<file path="src/pfb_pkg.sv">
// Shared types and constants for the page framebuffer sprite blitter.
// Holds the function codes and the command record passed from front to back.
// No dependencies.
package pfb_pkg;

  // Pixels in one page byte, and the mask of a full byte.
  localparam int unsigned PIX_PER_PAGE = 8;
  localparam logic [7:0]  BYTE_MASK    = 8'hff;

  // Item functions.
  typedef enum logic [1:0] {
    FUNC_COPY  = 2'd0,
    FUNC_XOR   = 2'd1,
    FUNC_CLEAR = 2'd2,
    FUNC_READ  = 2'd3
  } func_t;

  // One classified item as it waits in the command queue.
  // For a read, page and column are the requested location and ok tells
  // whether it lies inside the store. For a write, page and column locate
  // the upper byte; hi_en says the spill goes into the page below.
  typedef struct packed {
    func_t      func;
    logic [3:0] page;
    logic [7:0] column;
    logic       ok;
    logic       hi_en;
    logic [7:0] val_lo;
    logic [7:0] msk_lo;
    logic [7:0] val_hi;
    logic [7:0] msk_hi;
  } cmd_t;

endpackage

</file>
<file path="src/pfb_front.sv">
// Front end of the blitter: accepts input beats and turns each into a command.
// Uses pfb_pkg; feeds pfb_cmd_fifo.
module pfb_front #(
  parameter int PAGES   = 8,
  parameter int COLUMNS = 128
) (
  input  logic          in_valid,
  output logic          in_stall,
  input  logic [1:0]    func,
  input  logic [6:0]    dest_x,
  input  logic [5:0]    dest_y,
  input  logic [7:0]    sprite_width,
  input  logic [3:0]    sprite_pages,
  input  logic [6:0]    sprite_col,
  input  logic [2:0]    sprite_row,
  input  logic [7:0]    sprite_byte,
  input  logic          clearing,
  input  logic          fifo_full,
  output logic          push,
  output pfb_pkg::cmd_t cmd
);
  import pfb_pkg::*;

  logic [2:0]  off;
  logic [2:0]  base_page;
  logic [3:0]  pg;
  logic [7:0]  col;
  logic [15:0] val_sh;
  logic [15:0] msk_sh;
  logic        in_sprite;
  logic        col_ok;
  logic        pg_ok;
  logic        hi_ok;
  logic        rd_ok;
  logic        is_read;
  logic        keep;

  // Destination geometry: page, row offset, target column.
  assign off       = dest_y[2:0];
  assign base_page = dest_y[5:3];
  assign pg        = {1'b0, base_page} + {1'b0, sprite_row};
  assign col       = {1'b0, dest_x} + {1'b0, sprite_col};

  // Shift the byte and its mask down by the offset; the upper half is the spill.
  assign val_sh = {8'b0, sprite_byte} << off;
  assign msk_sh = {8'b0, BYTE_MASK} << off;

  // Range checks against the sprite and the screen.
  assign in_sprite = ({1'b0, sprite_col} < sprite_width) &&
                     ({1'b0, sprite_row} < sprite_pages);
  assign col_ok    = {1'b0, col} < 9'(COLUMNS);
  assign pg_ok     = {1'b0, pg} < 5'(PAGES);
  assign hi_ok     = (off != 3'd0) && (({1'b0, pg} + 5'd1) < 5'(PAGES));
  assign rd_ok     = ({2'b0, base_page} < 5'(PAGES)) && ({2'b0, dest_x} < 9'(COLUMNS));
  assign is_read   = func_t'(func) == FUNC_READ;

  // Reads always go on; writes that land nowhere are dropped here.
  assign keep     = is_read || (in_sprite && col_ok && pg_ok);
  assign in_stall = clearing || fifo_full;
  assign push     = in_valid && !in_stall && keep;

  // Build the command record.
  always_comb begin
    cmd.func   = func_t'(func);
    cmd.page   = is_read ? {1'b0, base_page} : pg;
    cmd.column = is_read ? {1'b0, dest_x} : col;
    cmd.ok     = rd_ok;
    cmd.hi_en  = hi_ok;
    cmd.val_lo = val_sh[7:0];
    cmd.msk_lo = msk_sh[7:0];
    cmd.val_hi = val_sh[15:8];
    cmd.msk_hi = msk_sh[15:8];
  end

endmodule

</file>
<file path="config.mk">
export PLATFORM = sky130hd
export DESIGN_NAME = pfb_front
export DESIGN_NICKNAME = d
export VERILOG_FILES = /design/src/pfb_pkg.sv /design/src/pfb_front.sv
export SDC_FILE = /design/constraint.sdc
export NUM_CORES = 1
export LEC_CHECK = 0
export BUFFER_PORTS_ARGS = -buffer_cell sky130_fd_sc_hd__clkbuf_2
export CORE_ASPECT_RATIO = 1.4
export CORE_MARGIN = 2
export CORE_UTILIZATION = 40
export DETAILED_ROUTE_END_ITERATION = 8
export PLACE_DENSITY = 0.82
export SLEW_MARGIN = 20
export SYNTH_ARGS = -nofsm -noshare
export SYNTH_HDL_FRONTEND = slang
export SYNTH_SLANG_ARGS = --single-unit
</file>
<file path="constraint.sdc">
create_clock -name vclk -period 3.07
set_input_delay 0.307 -clock vclk [all_inputs]
set_output_delay 0.307 -clock vclk [all_outputs]
set_load 0.02 [all_outputs]
</file>
## After elaboration in Yosys (flattened, before gate mapping)

Cells that the tools add are included.

| storage, ports and cells | value |
|---|---|
| bits in registers | 0 |
| input port bits | 48 |
| output and inout bits | 50 |
| word-level logic and storage cells | 23 |

| cells by class | value |
|---|---|
| add/sub/neg operators | 3 |
| magnitude comparators | 5 |
| equal/unequal tests | 1 |
| shift operators | 2 |
| multiplexer cells | 2 |
| reductions and logical operators | 10 |

Operators with widths:

| operator | count |
|---|---|
| $shl 8x3->16 | 1 |
| $shl 8x3->16 const A | 1 |
| $add 7x7->8 | 1 |
| $lt 7x8->1 | 1 |
| $lt 8x8->1 const B | 1 |
| $mux 8 | 1 |
| $logic_and 1x1->1 | 6 |
| $add 4x1->5 const B | 1 |
| $lt 5x4->1 const B | 1 |
| $add 3x3->4 | 1 |
| $lt 3x4->1 | 1 |
| $lt 4x4->1 const B | 1 |
| $mux 4 | 1 |
| $reduce_bool 3->1 | 1 |
| $eq 2x2->1 const B | 1 |
| $logic_or 1x1->1 | 2 |
| $logic_not 1->1 | 1 |

## Depth between registers and ports, before layout

| depth | value |
|---|---|
| depth after elaboration | 6 |
| gate-level depth with buffers | 8 |
| mapped depth without buffers | 8 |

## Worst setup path before layout

No wires, ideal clock.

| path | value |
|---|---|
| path kind | input to output |
| start point | input dest_x[0] |
| end point | output cmd[40] in the netlist's numbering |
| arrival time | 2,128 ps |
| required time | 2,763 ps |
| path slack | 635 ps |
| stages | 7 |
| buffers on the path | 0 |
| path through | ha_1 inv_1 fa_1 nor2b_1 o31a_1 o21ai_0 o311ai_0 |

RTL lines:

| element | line | source |
|---|---|---|
| start: declaration | pfb_front.sv:10 | `input logic [6:0] dest_x,` |
| end: declaration | pfb_front.sv:20 | `output pfb_pkg::cmd_t cmd` |

==> metrics.md <==
| Metric | Value |
|---|---|
| XOR/XNOR Fraction of Synth Area | `0.0225` |
| Highest-count cells in the layout ignoring fill and taps | `clkbuf_2, inv_1, nand2_1` |
| Hold EP | `cmd[46]` |
| Total Nets Final | `323` |
| Multi-input gate area | `1000 µm²` |
| Max-cap violations | `0` |
| Post-DRT Antenna Nets | `0` |
| Die height | `68.0 µm` |
| Synthesized instance count | `171` |
| Initial drt markers | `15` |
| CLK BUF | `0` |
| Critical Path Max Stage Delay | `390 ps` |
| First-pass GRT wire length | `5440 µm` |
| Routed wire length | `3210 µm` |
| Initial Utilization | `0.415` |
| Post-Synthesis Cell Area | `1170 µm²` |
| Critical path arrival | `2020 ps` |
| Final setup vio count | `0` |
| Max_slew headroom | `0.552` |
| Total gr overflow | `0` |
| DPL Wire Length | `2900 µm` |
| Final hold vios | `0` |
| P per Cell Area | `204 nW/µm²` |
| Max Freq | `430 MHz` |
| Most common cell after layout, fill and taps aside | `clkbuf_2` |
| Final core occ | `0.571` |
| RSZ-0062 raised after global routing | `false` |
| Synth Area in Adders | `0.227` |
| Number of global-route vias before repair | `1,410` |
| Total power | `327 µW` |
| Leak | `0.967 nW` |
| Register Area | `0 µm²` |
| Hold crit path type | `input port to primary output` |
| Final instance area | `1610 µm²` |
| DRC Markers | `0` |
| Setup TNS | `0 ps` |
| Post-CTS Hold Fix Bufs | `0` |
| Hold Crit Start | `func[0]` |
| Number of port buffers | `94` |
| Critical path, cell by cell | `clkbuf_2 -> ha_1 -> inv_1 -> fa_1 -> nor2b_1 -> o31a_1 -> o21ai_0 -> o311ai_0 -> clkbuf_2` |
| Mux cell area share after synthesis | `0.107` |
| Antenna violations before repair | `0` |
| Worst VDD drop | `0.000111 V` |
| Die width | `49.7 µm` |
| CP endpoint kind | `primary output` |
| Status | `finished, final reports clean` |
| IO Pins | `98` |
| Row count | `23` |
| Worst path most repeated cell | `clkbuf_2` |
| Wire length per cell | `11.1 µm` |
| Gpl congestion | `0.818` |
| Tcrit/Tclk final | `0.757` |
| Fin cells | `290` |
| Antenna cells | `0` |
| Area after DPL | `1610 µm²` |
| Hold Path Depth | `2` |
| Average size of a mapped cell | `6.84 µm²` |
| Compound-Gate Fraction of Synth Area | `0.273` |
| Seq Cell Count | `0` |
| Largest net degree at the start of global routing | `15` |
| Largest family of logic cells by synthesized area | `compound AO/OA/AOI/OAI gates` |
| Aggregate global-route resource usage | `0.193` |
| Fillers | `293` |
| WP data required | `2760 ps` |
| Via count | `1,461` |
| Detailed Routing Iterations Pass 1 | `4` |
| Tmin final | `2320 ps` |
| Post-synthesis cell type count | `41` |
| Crit Path Category | `input port to primary output` |
| Synthesis-to-finish area growth | `37.5%` |
| Worst slew pin tran | `672 ps` |
| Crit path launch type | `input port` |
| Fin. max-slew vios | `0` |
| Critical Path Fanout Max | `3` |
| # Post-CTS Setup Buffers | `0` |
| Slowest-stage cell, CP | `fa_1` |
| Die Area | `3380 µm²` |
| Yosys warnings | `0` |
| Synth Area in Simple Gates | `0.215` |
| Fraction of layout cells with a size suffix above 1 | `0.427` |
| CORE AREA | `2820 µm²` |
| Vias/cell | `5.04` |
| Post-CTS Resized | `0` |
| Post-synthesis sequential area ratio | `0` |
| Placed insts | `290` |
-- stage by stage --
| step | hold WS, ps | setup slack (ps) |
|---|---|---|
| finish | 857 | 746 |
| global route | 869 | 524 |
| CTS | 857 | 740 |
| detailed placement | 857 | 737 |
| global placement | 854 | 777 |
| floorplan | 727 | 635 |
-- worst max-delay path by stage --
| stage | start | cells past startpoint | end |
|---|---|---|---|
| finish | sprite_col[0] | 9 | cmd[40] |
| detailed placement | sprite_col[0] | 9 | cmd[40] |
| floorplan | dest_x[0] | 7 | cmd[40] |
| CTS | sprite_col[0] | 9 | cmd[40] |
| global placement | sprite_col[0] | 9 | cmd[40] |
| global route | sprite_col[0] | 9 | cmd[40] |
-- cell usage after synthesis, types with 2 or more instances --
cell,instances,area [µm²]
a21oi_1,7,35.0
nand2_1,21,78.8
a21o_1,2,15.0
a211oi_1,3,22.5
conb_1,2,7.51
buf_4,8,60.1
or3_1,3,18.8
buf_2,2,10.0
mux2i_1,8,80.1
inv_1,23,86.3
fa_1,2,40.0
nor2_1,19,71.3
ha_1,18,225
o21a_1,2,15.0
mux2_2,4,45.0
o22ai_1,4,25.0
nand4b_1,2,17.5
a211oi_2,2,25.0
clkbuf_1,4,15.0
o21ai_0,12,60.1
xor2_1,3,26.3
-- layer usage --
metal / vias to the layer above / global-route usage / part of all wire / wire length [µm]
li1: 742 / - / - / -
met1: 650 / 0.196 / 0.37 / 1180
met2: 65 / 0.425 / 0.54 / 1750
met3: 4 / 0.0131 / 0.077 / 247
met4: 0 / 0.0278 / 0.012 / 40
met5: - / 0 / 0 / 0
-- worst max-delay path, delay by kind of cell --
kind                     cells  cell delay, ps
buffers and inverters        3             410
adder cells (fa/ha/maj)      2             610
AO/OA/AOI/OAI                3             540
AND/OR/NAND/NOR              1             160
-- cell type report --
class | count | area share
Inverter | 24 | 0.0560
Tap cell | 37 | 0.0288
Timing Repair Buffer | 94 | 0.292
Multi-Input combinational cell | 135 | 0.623
-- power breakdown --
group          switching [mW]  internal, mW  total (mW)
Sequential                  0             0           0
Clock                       0             0           0
Combinational           0.200         0.128       0.327
Total                   0.200         0.128       0.327
-- logic make-up after synthesis --
family,Yosys count
and+or+nand+nor,53
AOI/OAI and AO/OA,43
buffers and inverters,38
adders and majority gates,20
muxes,12
xor gates and xnor gates,3
other,2
(Power assumes the default switching activity.)
