File: config.mk
export PLATFORM = sky130hd
export DESIGN_NAME = pfb_cmd_fifo
export DESIGN_NICKNAME = d
export VERILOG_FILES = /design/src/pfb_pkg.sv /design/src/pfb_cmd_fifo.sv
export SDC_FILE = /design/constraint.sdc
export NUM_CORES = 1
export LEC_CHECK = 0
export ABC_AREA = 1
export BUFFER_PORTS_ARGS = -buffer_cell sky130_fd_sc_hd__buf_2
export CAP_MARGIN = 10
export CORE_ASPECT_RATIO = 1.75
export CORE_MARGIN = 5
export CORE_UTILIZATION = 30
export DETAILED_ROUTE_END_ITERATION = 6
export GPL_ROUTABILITY_DRIVEN = 0
export PLACE_DENSITY = 0.57
export REMOVE_ABC_BUFFERS = 1
export SLEW_MARGIN = 10
export SYNTH_ARGS = -nofsm -noshare
export SYNTH_HDL_FRONTEND = slang
export SYNTH_SLANG_ARGS = --single-unit
File: constraint.sdc
create_clock -name clk -period 4 [get_ports clk]
set_input_delay 0.6 -clock clk [delete_from_list [all_inputs] [get_ports clk]]
set_output_delay 0.6 -clock clk [all_outputs]
set_load 0.02 [all_outputs]
File: src/pfb_pkg.sv
// Shared types and constants for the page framebuffer sprite blitter.
// Holds the function codes and the command record passed from front to back.
// No dependencies.
package pfb_pkg;

  // Pixels in one page byte, and the mask of a full byte.
  localparam int unsigned PIX_PER_PAGE = 8;
  localparam logic [7:0]  BYTE_MASK    = 8'hff;

  // Item functions.
  typedef enum logic [1:0] {
    FUNC_COPY  = 2'd0,
    FUNC_XOR   = 2'd1,
    FUNC_CLEAR = 2'd2,
    FUNC_READ  = 2'd3
  } func_t;

  // One classified item as it waits in the command queue.
  // For a read, page and column are the requested location and ok tells
  // whether it lies inside the store. For a write, page and column locate
  // the upper byte; hi_en says the spill goes into the page below.
  typedef struct packed {
    func_t      func;
    logic [3:0] page;
    logic [7:0] column;
    logic       ok;
    logic       hi_en;
    logic [7:0] val_lo;
    logic [7:0] msk_lo;
    logic [7:0] val_hi;
    logic [7:0] msk_hi;
  } cmd_t;

endpackage

File: src/pfb_cmd_fifo.sv
// Two-entry command queue between the front end and the back end.
// Uses pfb_pkg for the command record.
module pfb_cmd_fifo (
  input  logic          clk,
  input  logic          rst,
  input  logic          push,
  input  pfb_pkg::cmd_t push_data,
  output logic          full,
  input  logic          pop,
  output logic          empty,
  output pfb_pkg::cmd_t head
);
  import pfb_pkg::*;

  cmd_t       entries [2];
  logic       wr_ptr;
  logic       rd_ptr;
  logic [1:0] count;
  logic       do_push;
  logic       do_pop;

  assign full    = count == 2'd2;
  assign empty   = count == 2'd0;
  assign do_push = push && !full;
  assign do_pop  = pop && !empty;
  assign head    = entries[rd_ptr];

  // Pointers and fill count.
  always_ff @(posedge clk) begin
    if (rst) begin
      wr_ptr <= 1'b0;
      rd_ptr <= 1'b0;
      count  <= 2'd0;
    end else begin
      if (do_push) begin
        wr_ptr <= !wr_ptr;
      end
      if (do_pop) begin
        rd_ptr <= !rd_ptr;
      end
      if (do_push && !do_pop) begin
        count <= count + 2'd1;
      end else if (do_pop && !do_push) begin
        count <= count - 2'd1;
      end
    end
  end

  // Entry storage.
  always_ff @(posedge clk) begin
    if (do_push) begin
      entries[wr_ptr] <= push_data;
    end
  end

endmodule

Yosys cells after proc, flatten, opt, wreduce, memory -nomap -nowiden
Memories as Yosys holds them, arrays and structs flattened. A register that Yosys moved wholly into a read port is not among the register bits.
Index checks and enable logic that the tools add are counted.
- word-level logic and storage cells: 25
- output and inout bits: 50
- memory bits (writable): 96
- memories kept: 1
- register bits after elaboration: 4
- input bits: 52
- bits in read-only memories: 0
- latch bits: 0
- reductions and logical operators: 12
- $add $sub $neg: 2
- shifts and indexed selects: 0
- eq/ne operators: 1
- bitwise operators: 0
- magnitude comparators: 0
- multiply operators: 0
- divide/modulo/power cells: 0
- mux-type cells: 6
- memories (memory ; depth ; width ; rd ports ; clocked after Yosys merged registers in ; wr ports ; RTL line ; text):
    entries ; 2 ; 48 ; 1 ; 1 ; 1 ; pfb_cmd_fifo.sv:15 ; cmd_t entries [2];
- operators with widths (kind ; number):
    $logic_not 1->1 ; 6
    $logic_and 1x1->1 ; 4
    $mux 1 ; 4
    $mux 2 ; 2
    $add 2x1->2 const B ; 1
    $eq 2x2->1 const B ; 1
    $logic_not 2->1 ; 1
    $reduce_bool 2->1 ; 1
    $sub 2x1->2 const B ; 1

Depth between registers and ports, before layout
Gate-level depths: netlist (run 1).
- depth in word-level cells: 7
- mapped depth: 10
- gate-level depth less buffers: 10

Least setup slack after synthesis (run 1)
OpenSTA, ideal clock, no wires.
- path kind: input port to flip-flop
- from: input port push
- to: memory entries[0][0] in the netlist's numbering, enable pin
- slack: 0.864 ns
- cell stages on the path: 2
- path buffers: 0
- data required time: 3.546 ns
- data arrival time: 2.683 ns
- setup time: 0.454 ns
- cells stage by stage: o21ai_2 nor2_1
- longest elaborated chain between the ends: 3
- ends and longest elaborated chain (element ; RTL line ; text):
    start: declaration ; pfb_cmd_fifo.sv:6 ; input logic push,
    $logic_and 1x1->1 ; pfb_cmd_fifo.sv:24 ; assign do_push = push && !full;
    $mux 1 ; pfb_cmd_fifo.sv:51 ; if (do_push) begin
    $mux 1 (not written as such) ; pfb_cmd_fifo.sv:52 ; entries[wr_ptr] <= push_data;
    end: declaration ; pfb_cmd_fifo.sv:15 ;
No other way between the ends.

==> out/results.txt, run 1 <==
Ys Warns = 0
Skew-Pair Late Insertion Delay = 0.33 ns
Reg area = 2980 µm²
TritonCTS clock tree = done
Synth top area share = 0.761
setup_tns = 0 ns
largest net degree at the start of global routing = 49
pwr dens = 643 nW/µm²
post-DP HPWL = 4870 µm
Max-Cap Viols = 0
initial antenna violation count = 0
Post-route DRC = 0
Int Pwr = 2.21 mW
unrepaired setup endpoints after global routing = no
Worst Path Arrival = 1.85 ns
Ports = 102
wire per inst = 15.1 µm
Post-Syn Area = 3790 µm²
via count = 1964
switching portion of total power = 0.285
floorplan row count = 54
Total Power = 3.10 mW
HP Class = input port to flip-flop
GRT Total Usage = 0.0958
Seq pwr share = 0.445
Post-DRT Antenna Nets = 0
Post-CTS Resized = 0
share of layout cells above drive strength 1 = 0.568
CP Max Fanout = 48
grt total ovfl = 0
initial DRC count = 75
Die Ht = 159 µm
Core ar. = 12400 µm²
Tightest Pin Transition = 0.934 ns
switching pwr = 0.883 mW
min Tclk post-route = 2.45 ns
Die X = 95.0 µm
cts hold-fix bufs = 0
clock power share = 0.290
Post-CTS Setup Bufs = 0
Post-Route WL = 7070 µm
Layout Skew = 0.00500 ns
cell taking the most area after synthesis = edfxtp_1
kind of critical path = flip-flop to primary output
Multi-input gate area = 743 µm²
PortBufs = 101
Hold Vio Cnt, Final = 0
Die ar. = 15100 µm²
Seq/Total Area, Yosys = 0.787
Req. time, crit path = 3.40 ns
Clock transition at path regs = 0.07 ns
Avg Cell Area, Syn = 20.4 µm²
#FFs+latches synth = 101
clk sinks = 101
Netlist cell types = 16
Root Buffer = clkbuf_16
vias in the first global route = 2130
global-route wire length before repair = 10400 µm
area added between synthesis and finish = 27.1%
Synth area leaders = edfxtp_1 76%, mux2_2 8.3%, mux2_4 7.9%
status = finished, final reports clean
synthesized instance count = 186
number of fill cells = 1207
drt pass-1 iters = 4
Critical Path Start Type = flip-flop
Vias/cell = 4.19
Nets = 349
Initial Util = 0.305
CP Capture Type = primary output
Worst VDD drop = 0.000273 V
Pins Over Slew Limit = 0
worst rel slew slack = 0.376
# diodes = 0
Bufs on Longest Clock Path = 2
LEAKAGE = 1.84 nW
CTS Buf Count = 9
H-tree depth = 3
period utilisation layout = 0.613
Final setup viols = 0
fmax = 408 MHz
combinational power share = 0.264
-- stage by stage --
stage | hold WS, ns | worst slack, ns | std cells | util | area, µm²
3_3_place_gp | 0.527 | 1.69 | 453 | 0.362 | 4500
4_1_cts | 0.433 | 1.51 | 469 | 0.387 | 4820
2_1_floorplan | 0.475 | 0.864 | 181 | - | 3740
3_5_place_dp | 0.540 | 1.67 | 453 | 0.362 | 4500
5_1_grt | 0.430 | 1.45 | 469 | 0.387 | 4820
6_report | 0.449 | 1.55 | 469 | 0.387 | 4820
-- final timing paths --
| check | cells after the start | start | end | slack (ns) |
|---|---|---|---|---|
| setup / recovery | 3 | flip-flop | head[39] | 1.55 |
| hold / removal | 1 | push_data[29] | entries[0][29] | 0.45 |
| setup reg to reg | 3 | count[0] | entries[1][41] | 1.94 |
| hold reg to reg | 2 | wr_ptr | wr_ptr | 0.55 |
-- cells in the final DEF, fill, tap and decap left out, drive strengths merged --
cell and instances:
a21oi 1, and2 1, buf 104, bufinv 2, clkbuf 10, clkinv 4, dfxtp 5, edfxtp 96
ha 1, inv 9, mux2 48, nand2 4, nand3 1, nand4 1, nor2 9, o21ai 5
-- critical path, stage by stage (launching register included) --
cell and delay (ns):
dfxtp_2 0.31, buf_4 0.61, mux2_2 0.43, buf_2 0.16
-- power groups by stage --
| stage | logic, mW | registers, mW | clock network [mW] |
|---|---|---|---|
| floorplan | 0.535 | 1.44 | 0 |
| global placement | 0.833 | 1.40 | 0 |
| detailed placement | 0.840 | 1.41 | 0 |
| CTS | 0.841 | 1.38 | 0.925 |
| global route | 0.887 | 1.39 | 0.964 |
| finish | 0.819 | 1.38 | 0.899 |
-- flip-flops by register name (all words and copies together), names as in the netlist, named ones only --
name     flops
entries     96
count        2
rd_ptr       1
wr_ptr       1
-- logic make-up (layout without fill, tap and decap cells) --
group,Yosys count,after routing,synth area share
flip-flops,101,101,0.787
multiplexers,48,48,0.162
AND/OR/NAND/NOR,16,16,0.0175
buffers and inverters,14,129,0.0205
AO/OA/AOI/OAI,6,6,0.00892
adder cells (fa/ha/maj),1,1,0.00330
-- synth_stat cells (all sizes together) --
cell and count:
edfxtp 96, nand3 1, buf 5, dfxtp 5, ha 1, a21oi 1, nand4 1, nor2 9
and2 1, o21ai 5, nand2 4, inv 9, mux2 48
-- per-layer routing --
| layer | vias up | GRT usage | routed length [µm] |
|---|---|---|---|
| met4 | 0 | 0.0557 | 167 |
| li1 | 930 | - | - |
| met5 | - | 0 | 0 |
| met2 | 53 | 0.178 | 4000 |
| met1 | 970 | 0.0880 | 2510 |
| met3 | 11 | 0.0322 | 392 |
-- area by class of cell --
cell class | count | share of cell area
sequential | 101 | 0.620
multi-input combinational | 71 | 0.154
timing repair buffer | 104 | 0.110
clock buffer | 10 | 0.0475
tap | 168 | 0.0436
clock inverter | 6 | 0.0182
inverter | 9 | 0.00701
No activity file was read; power rests on OpenSTA's default activity.
==> inputs of run 2 (changes only) <==
--- a/config.mk
+++ b/config.mk
@@ -13,7 +13,7 @@
 export CORE_UTILIZATION = 30
 export DETAILED_ROUTE_END_ITERATION = 6
 export GPL_ROUTABILITY_DRIVEN = 0
-export PLACE_DENSITY = 0.57
+export PLACE_DENSITY = 0.58
 export REMOVE_ABC_BUFFERS = 1
 export SLEW_MARGIN = 10
 export SYNTH_ARGS = -nofsm -noshare
==> constraint.sdc (replaced) <==
create_clock -name clk -period 2 [get_ports clk]
set_input_delay 0.3 -clock clk [delete_from_list [all_inputs] [get_ports clk]]
set_output_delay 0.3 -clock clk [all_outputs]
set_load 0.02 [all_outputs]
==> out/results.txt, run 2 (synthesis results as in run 1) <==
status = finished, final reports clean
period utilisation layout = 0.915
met2 usage = 0.186 (+0.00774)
Pins Over Slew Limit = 0 (unchanged)
kind of critical path = flip-flop to primary output
Nets = 351 (+0.57%)
Post-DRT Antenna Nets = 0 (unchanged)
global-route wire length before repair = 10600 µm (+2.8%)
largest net degree at the start of global routing = 49 (unchanged)
Top Usage Layer GRT = met2
Initial Util = 0.305 (unchanged)
final instance area = 4860 µm² (+0.88%)
Max-Cap Viols = 0 (unchanged)
non-filler cells, final = 471 (+0.43%)
Tightest Pin Transition = 0.331 ns (-0.603 ns)
Vias/cell = 4.16 (-0.68%)
floorplan row count = 54 (unchanged)
Core ar. = 12400 µm² (unchanged)
number of fill cells = 1197 (-0.83%)
fmax = 547 MHz
initial antenna violation count = 1 (+1)
GR Util met1 = 0.0913 (+0.00331)
Crit-path slowest cell = mux2_2
final core utilization = 0.391 (+0.00342)
Layout Skew = 0.00489 ns (-0.000109 ns)
Req. time, crit path = 1.70 ns (-1.70 ns)
Worst Path Arrival = 1.53 ns (-0.32 ns)
most common cell after layout, fill and taps aside = buf_2
post-DP HPWL = 4860 µm (-0.30%)
PortBufs = 101 (unchanged)
worst rel slew slack = 0.779 (+0.403)
Die ar. = 15100 µm² (unchanged)
drt pass-1 iters = 4 (unchanged)
clk sinks = 101 (unchanged)
pwr dens = 1280 nW/µm² (+98%)
vias in the first global route = 2101 (-1.4%)
Root Buffer = clkbuf_16
biggest regs = entries: 96 flops, count: 2 flops
H-tree depth = 3 (unchanged)
max incr delay on CP = 0.38 ns (-0.23 ns)
wire per inst = 15.2 µm (+0.65%)
largest register by flop count = entries
cts hold-fix bufs = 0 (unchanged)
unrepaired setup endpoints after global routing = no
Post-CTS Setup Bufs = 0 (unchanged)
area added between synthesis and finish = 28.2%
LEAKAGE = 1.85 nW (+0.26%)
Ports = 102 (unchanged)
share of layout cells above drive strength 1 = 0.574 (+0.00615)
Clock transition at path regs = 0.07 ns (about the same)
Final setup viols = 0 (unchanged)
Die X = 95.0 µm (unchanged)
Skew-Pair Late Insertion Delay = 0.33 ns (about the same)
most frequent cells in the layout = 101 x buf_2, 96 x edfxtp_1, 28 x mux2_2
TritonCTS clock tree = done
Hold Vio Cnt, Final = 0 (unchanged)
Post-CTS Resized = 0 (unchanged)
CP Max Fanout = 48 (unchanged)
initial DRC count = 94 (+25%)
Critical Path Start Type = flip-flop
Die Ht = 159 µm (unchanged)
Bufs on Longest Clock Path = 2 (unchanged)
CP Cell Sequence = buf_12, mux2_2, buf_2
Worst VDD drop = 0.000648 V (+140%)
# diodes = 0 (unchanged)
CP Capture Type = primary output
total placed cells including tap cells = 455 (+0.44%)
max FFs per register = 96 (unchanged)
min Tclk post-route = 1.83 ns
Cell Area, Placed = 4550 µm² (+1.2%)
HP Class = input port to flip-flop
GRT Total Usage = 0.0985 (+0.00274)
Post-route DRC = 0 (unchanged)
grt total ovfl = 0 (unchanged)
met3 Use GR = 0.0260 (-0.00615)
Post-Route WL = 7140 µm (+1.1%)
CTS Buf Count = 9 (unchanged)
via count = 1959 (-0.25%)
==> run 2: changes by cell type in the layout (fill, tap and decap cells not counted), sizes merged <==
| cell | delta |
|---|---|
| clkbuf | -1 |
| inv | +3 |
| bufinv | -1 |
| clkinvlp | +3 |
| clkinv | -4 |
| buf | +2 |
==> run 2: path summary, 6_finish.rpt <==
kind                 startpoint              to  slack (ns)  cells after the start
hold / removal    push_data[17]  entries[0][17]        0.15                      1
hold reg to reg          wr_ptr          wr_ptr        0.53                      2
setup / recovery      flip-flop         head[9]        0.17                      3
setup reg to reg       count[1]        count[1]        0.39                      9
==> run 2: critical path, delay by kind of cell, from the launching register on <==
family,cells,cell delay (ns)
buffers and inverters,2,0.46
multiplexers,1,0.38
flip-flops,1,0.34
==> run 2: layout make-up <==
cell class	instances	area, µm²	share of cell area
inverters	9	33.8	0.00695
flip-flops and latches	101	2980	0.614
repair buffers	106	581	0.119
clock buffers	9	225	0.0464
clock inverters	7	81.3	0.0167
well taps	168	210	0.0433
multi-input cells	71	743	0.153
==> run 2: power by group <==
| part | switching [mW] | internal (mW) | total [mW] |
|---|---|---|---|
| clock network | 0.764 | 0.987 | 1.75 |
| registers | 0.0841 | 2.67 | 2.76 |
| logic | 0.993 | 0.702 | 1.69 |
| total | 1.84 | 4.36 | 6.20 |
==> run 2: stage by stage <==
step	setup slack [ns]	TNS [ns]	total power, mW	hold slack (ns)
CTS	0.132	0	6.32	0.129
finish	0.170	0	6.20	0.147
detailed placement	0.393	0	4.55	0.491
global route	0.102	0	6.54	0.126
floorplan	-0.963	-108.21	3.96	0.399
global placement	0.463	0	4.50	0.487
==> run 2: layer usage <==
metal / vias to the layer above / share of wire
met5: - / 0.0025
met4: 2 / 0.026
met3: 10 / 0.048
met2: 55 / 0.59
met1: 957 / 0.34
li1: 935 / -
==> inputs of run 3 (changes only) <==
--- a/config.mk
+++ b/config.mk
@@ -13,7 +13,7 @@
 export CORE_UTILIZATION = 30
 export DETAILED_ROUTE_END_ITERATION = 6
 export GPL_ROUTABILITY_DRIVEN = 0
-export PLACE_DENSITY = 0.58
+export PLACE_DENSITY = 0.57
 export REMOVE_ABC_BUFFERS = 1
 export SLEW_MARGIN = 10
 export SYNTH_ARGS = -nofsm -noshare
==> constraint.sdc (replaced) <==
create_clock -name clk -period 2.25 [get_ports clk]
set_input_delay 0.3375 -clock clk [delete_from_list [all_inputs] [get_ports clk]]
set_output_delay 0.3375 -clock clk [all_outputs]
set_load 0.02 [all_outputs]
==> out/results.txt, run 3 (synthesis results as in run 1) <==
status = finished, final reports clean
wire per inst = 15.9 µm (+4.9%)
Die ar. = 15100 µm² (unchanged)
end of the worst register-to-register path = count[1]
hold wc startpoint = push_data[44]
largest net degree at the start of global routing = 29 (-41%)
setup slack, reg-to-reg = 0.67 ns (+0.28 ns)
Die X = 95.0 µm (unchanged)
Vias/cell = 4.21 (+1.3%)
Post-route DRC = 0 (unchanged)
number of fill cells = 1201 (+0.33%)
most frequent cells in the layout = 101 x buf_2, 96 x edfxtp_1, 28 x mux2_2
hold path depth = 1 (unchanged)
GR Util met1 = 0.0949 (+0.00356)
Pins Over Slew Limit = 0 (unchanged)
CTS Buf Count = 9 (unchanged)
final instance area = 4800 µm² (-1.2%)
largest register by flop count = entries
Root Buffer = clkbuf_16
Top Usage Layer GRT = met2
share of layout cells above drive strength 1 = 0.576 (+0.00140)
Bufs on Longest Clock Path = 2 (unchanged)
unrepaired setup endpoints after global routing = no
# diodes = 0 (unchanged)
vias in the first global route = 2175 (+3.5%)
cts hold-fix bufs = 0 (unchanged)
met2 usage = 0.193 (+0.00740)
Core ar. = 12400 µm² (unchanged)
H-tree depth = 3 (unchanged)
period utilisation layout = 0.875
Worst Reg-to-Reg Cells = 9 (unchanged)
hold_ws = 0.183 ns (+0.0361 ns)
Max-Cap Viols = 0 (unchanged)
Post-CTS Resized = 0 (unchanged)
Post-CTS Setup Bufs = 0 (unchanged)
Cell Area, Placed = 4520 µm² (-0.66%)
floorplan row count = 54 (unchanged)
kind of critical path = flip-flop to primary output
PortBufs = 101 (unchanged)
min Tclk post-route = 1.97 ns
worst rel slew slack = 0.681 (-0.0978)
Clock transition at path regs = 0.07 ns (about the same)
Skew-Pair Late Insertion Delay = 0.34 ns (about the same)
WHS Endpoint = entries[0][44]
CP Capture Type = primary output
LEAKAGE = 1.83 nW (-0.75%)
Ports = 102 (unchanged)
clk sinks = 101 (unchanged)
HP Class = input port to flip-flop
Worst Path Arrival = 1.63 ns (+0.10 ns)
Req. time, crit path = 1.91 ns (+0.21 ns)
pwr dens = 1110 nW/µm² (-13%)
TritonCTS clock tree = done
Critical Path Start Type = flip-flop
drt pass-1 iters = 4 (unchanged)
max FFs per register = 96 (unchanged)
Die Ht = 159 µm (unchanged)
area added between synthesis and finish = 26.7%
Initial Util = 0.305 (unchanged)
most common cell after layout, fill and taps aside = buf_2
met3 Use GR = 0.0388 (+0.0128)
final core utilization = 0.386 (-0.00483)
Final setup viols = 0 (unchanged)
global-route wire length before repair = 11300 µm (+5.7%)
Post-Route WL = 7510 µm (+5.2%)
CP Max Fanout = 28 (-42%)
Nets = 352 (+0.28%)
Hold Vio Cnt, Final = 0 (unchanged)
fmax = 508 MHz
post-DP HPWL = 5250 µm (+8.1%)
Layout Skew = 0.00393 ns (-0.000954 ns)
reg2reg start = count[1]
Tightest Pin Transition = 0.478 ns (+0.147 ns)
grt total ovfl = 0 (unchanged)
initial antenna violation count = 2 (+1)
Worst VDD drop = 0.000528 V (-19%)
Post-DRT Antenna Nets = 0 (unchanged)
GRT Total Usage = 0.105 (+0.00691)
via count = 1988 (+1.5%)
biggest regs = entries: 96 flops, count: 2 flops
initial DRC count = 107 (+14%)
-- run 3: how the worst max path moves through the flow --
| stage | end | slack (ns) | cells past startpoint |
|---|---|---|---|
| after global routing | head[4] | 0.20 | 3 |
| final | head[1] | 0.28 | 3 |
| after CTS | head[1] | 0.24 | 3 |
| after floorplan | entries[0][0] | -0.71 | 2 |
| after detailed placement | head[1] | 0.62 | 3 |
| after global placement | head[38] | 0.64 | 3 |
-- run 3: worst max-delay path, stage by stage (launching register included) --
cell     delay (ns)
dfxtp_2        0.32
buf_4          0.41
mux2_2         0.39
buf_2          0.16
-- run 3: report_power, final --
part	switching (mW)	internal, mW
Sequential	0.0808	2.38
Combinational	0.881	0.597
Clock	0.658	0.753
Total	1.62	3.73
-- run 3: layout make-up --
cell class,instances,area (µm²),area share
clock buffer,9,225,0.0469
multi-input combinational,71,743,0.155
sequential,101,2980,0.622
tap,168,210,0.0438
clock inverter,7,51.3,0.0107
inverter,9,33.8,0.00704
timing repair buffer,107,551,0.115
-- run 3: metal layers --
layer  up-vias  part of all wire
met2        75              0.58
met3        21             0.054
met1       950              0.33
met5         -            0.0029
li1        938                 -
met4         4             0.039
-- run 3: stage by stage --
stage                     setup slack (ns)  instances  power [mW]  setup TNS, ns
final                                0.280        472        5.35              0
after detailed placement             0.615        456        4.02              0
after global routing                 0.203        472        5.63              0
after floorplan                     -0.713        181        3.52         -74.01
after CTS                            0.237        472        5.46              0
after global placement               0.639        456        3.98              0
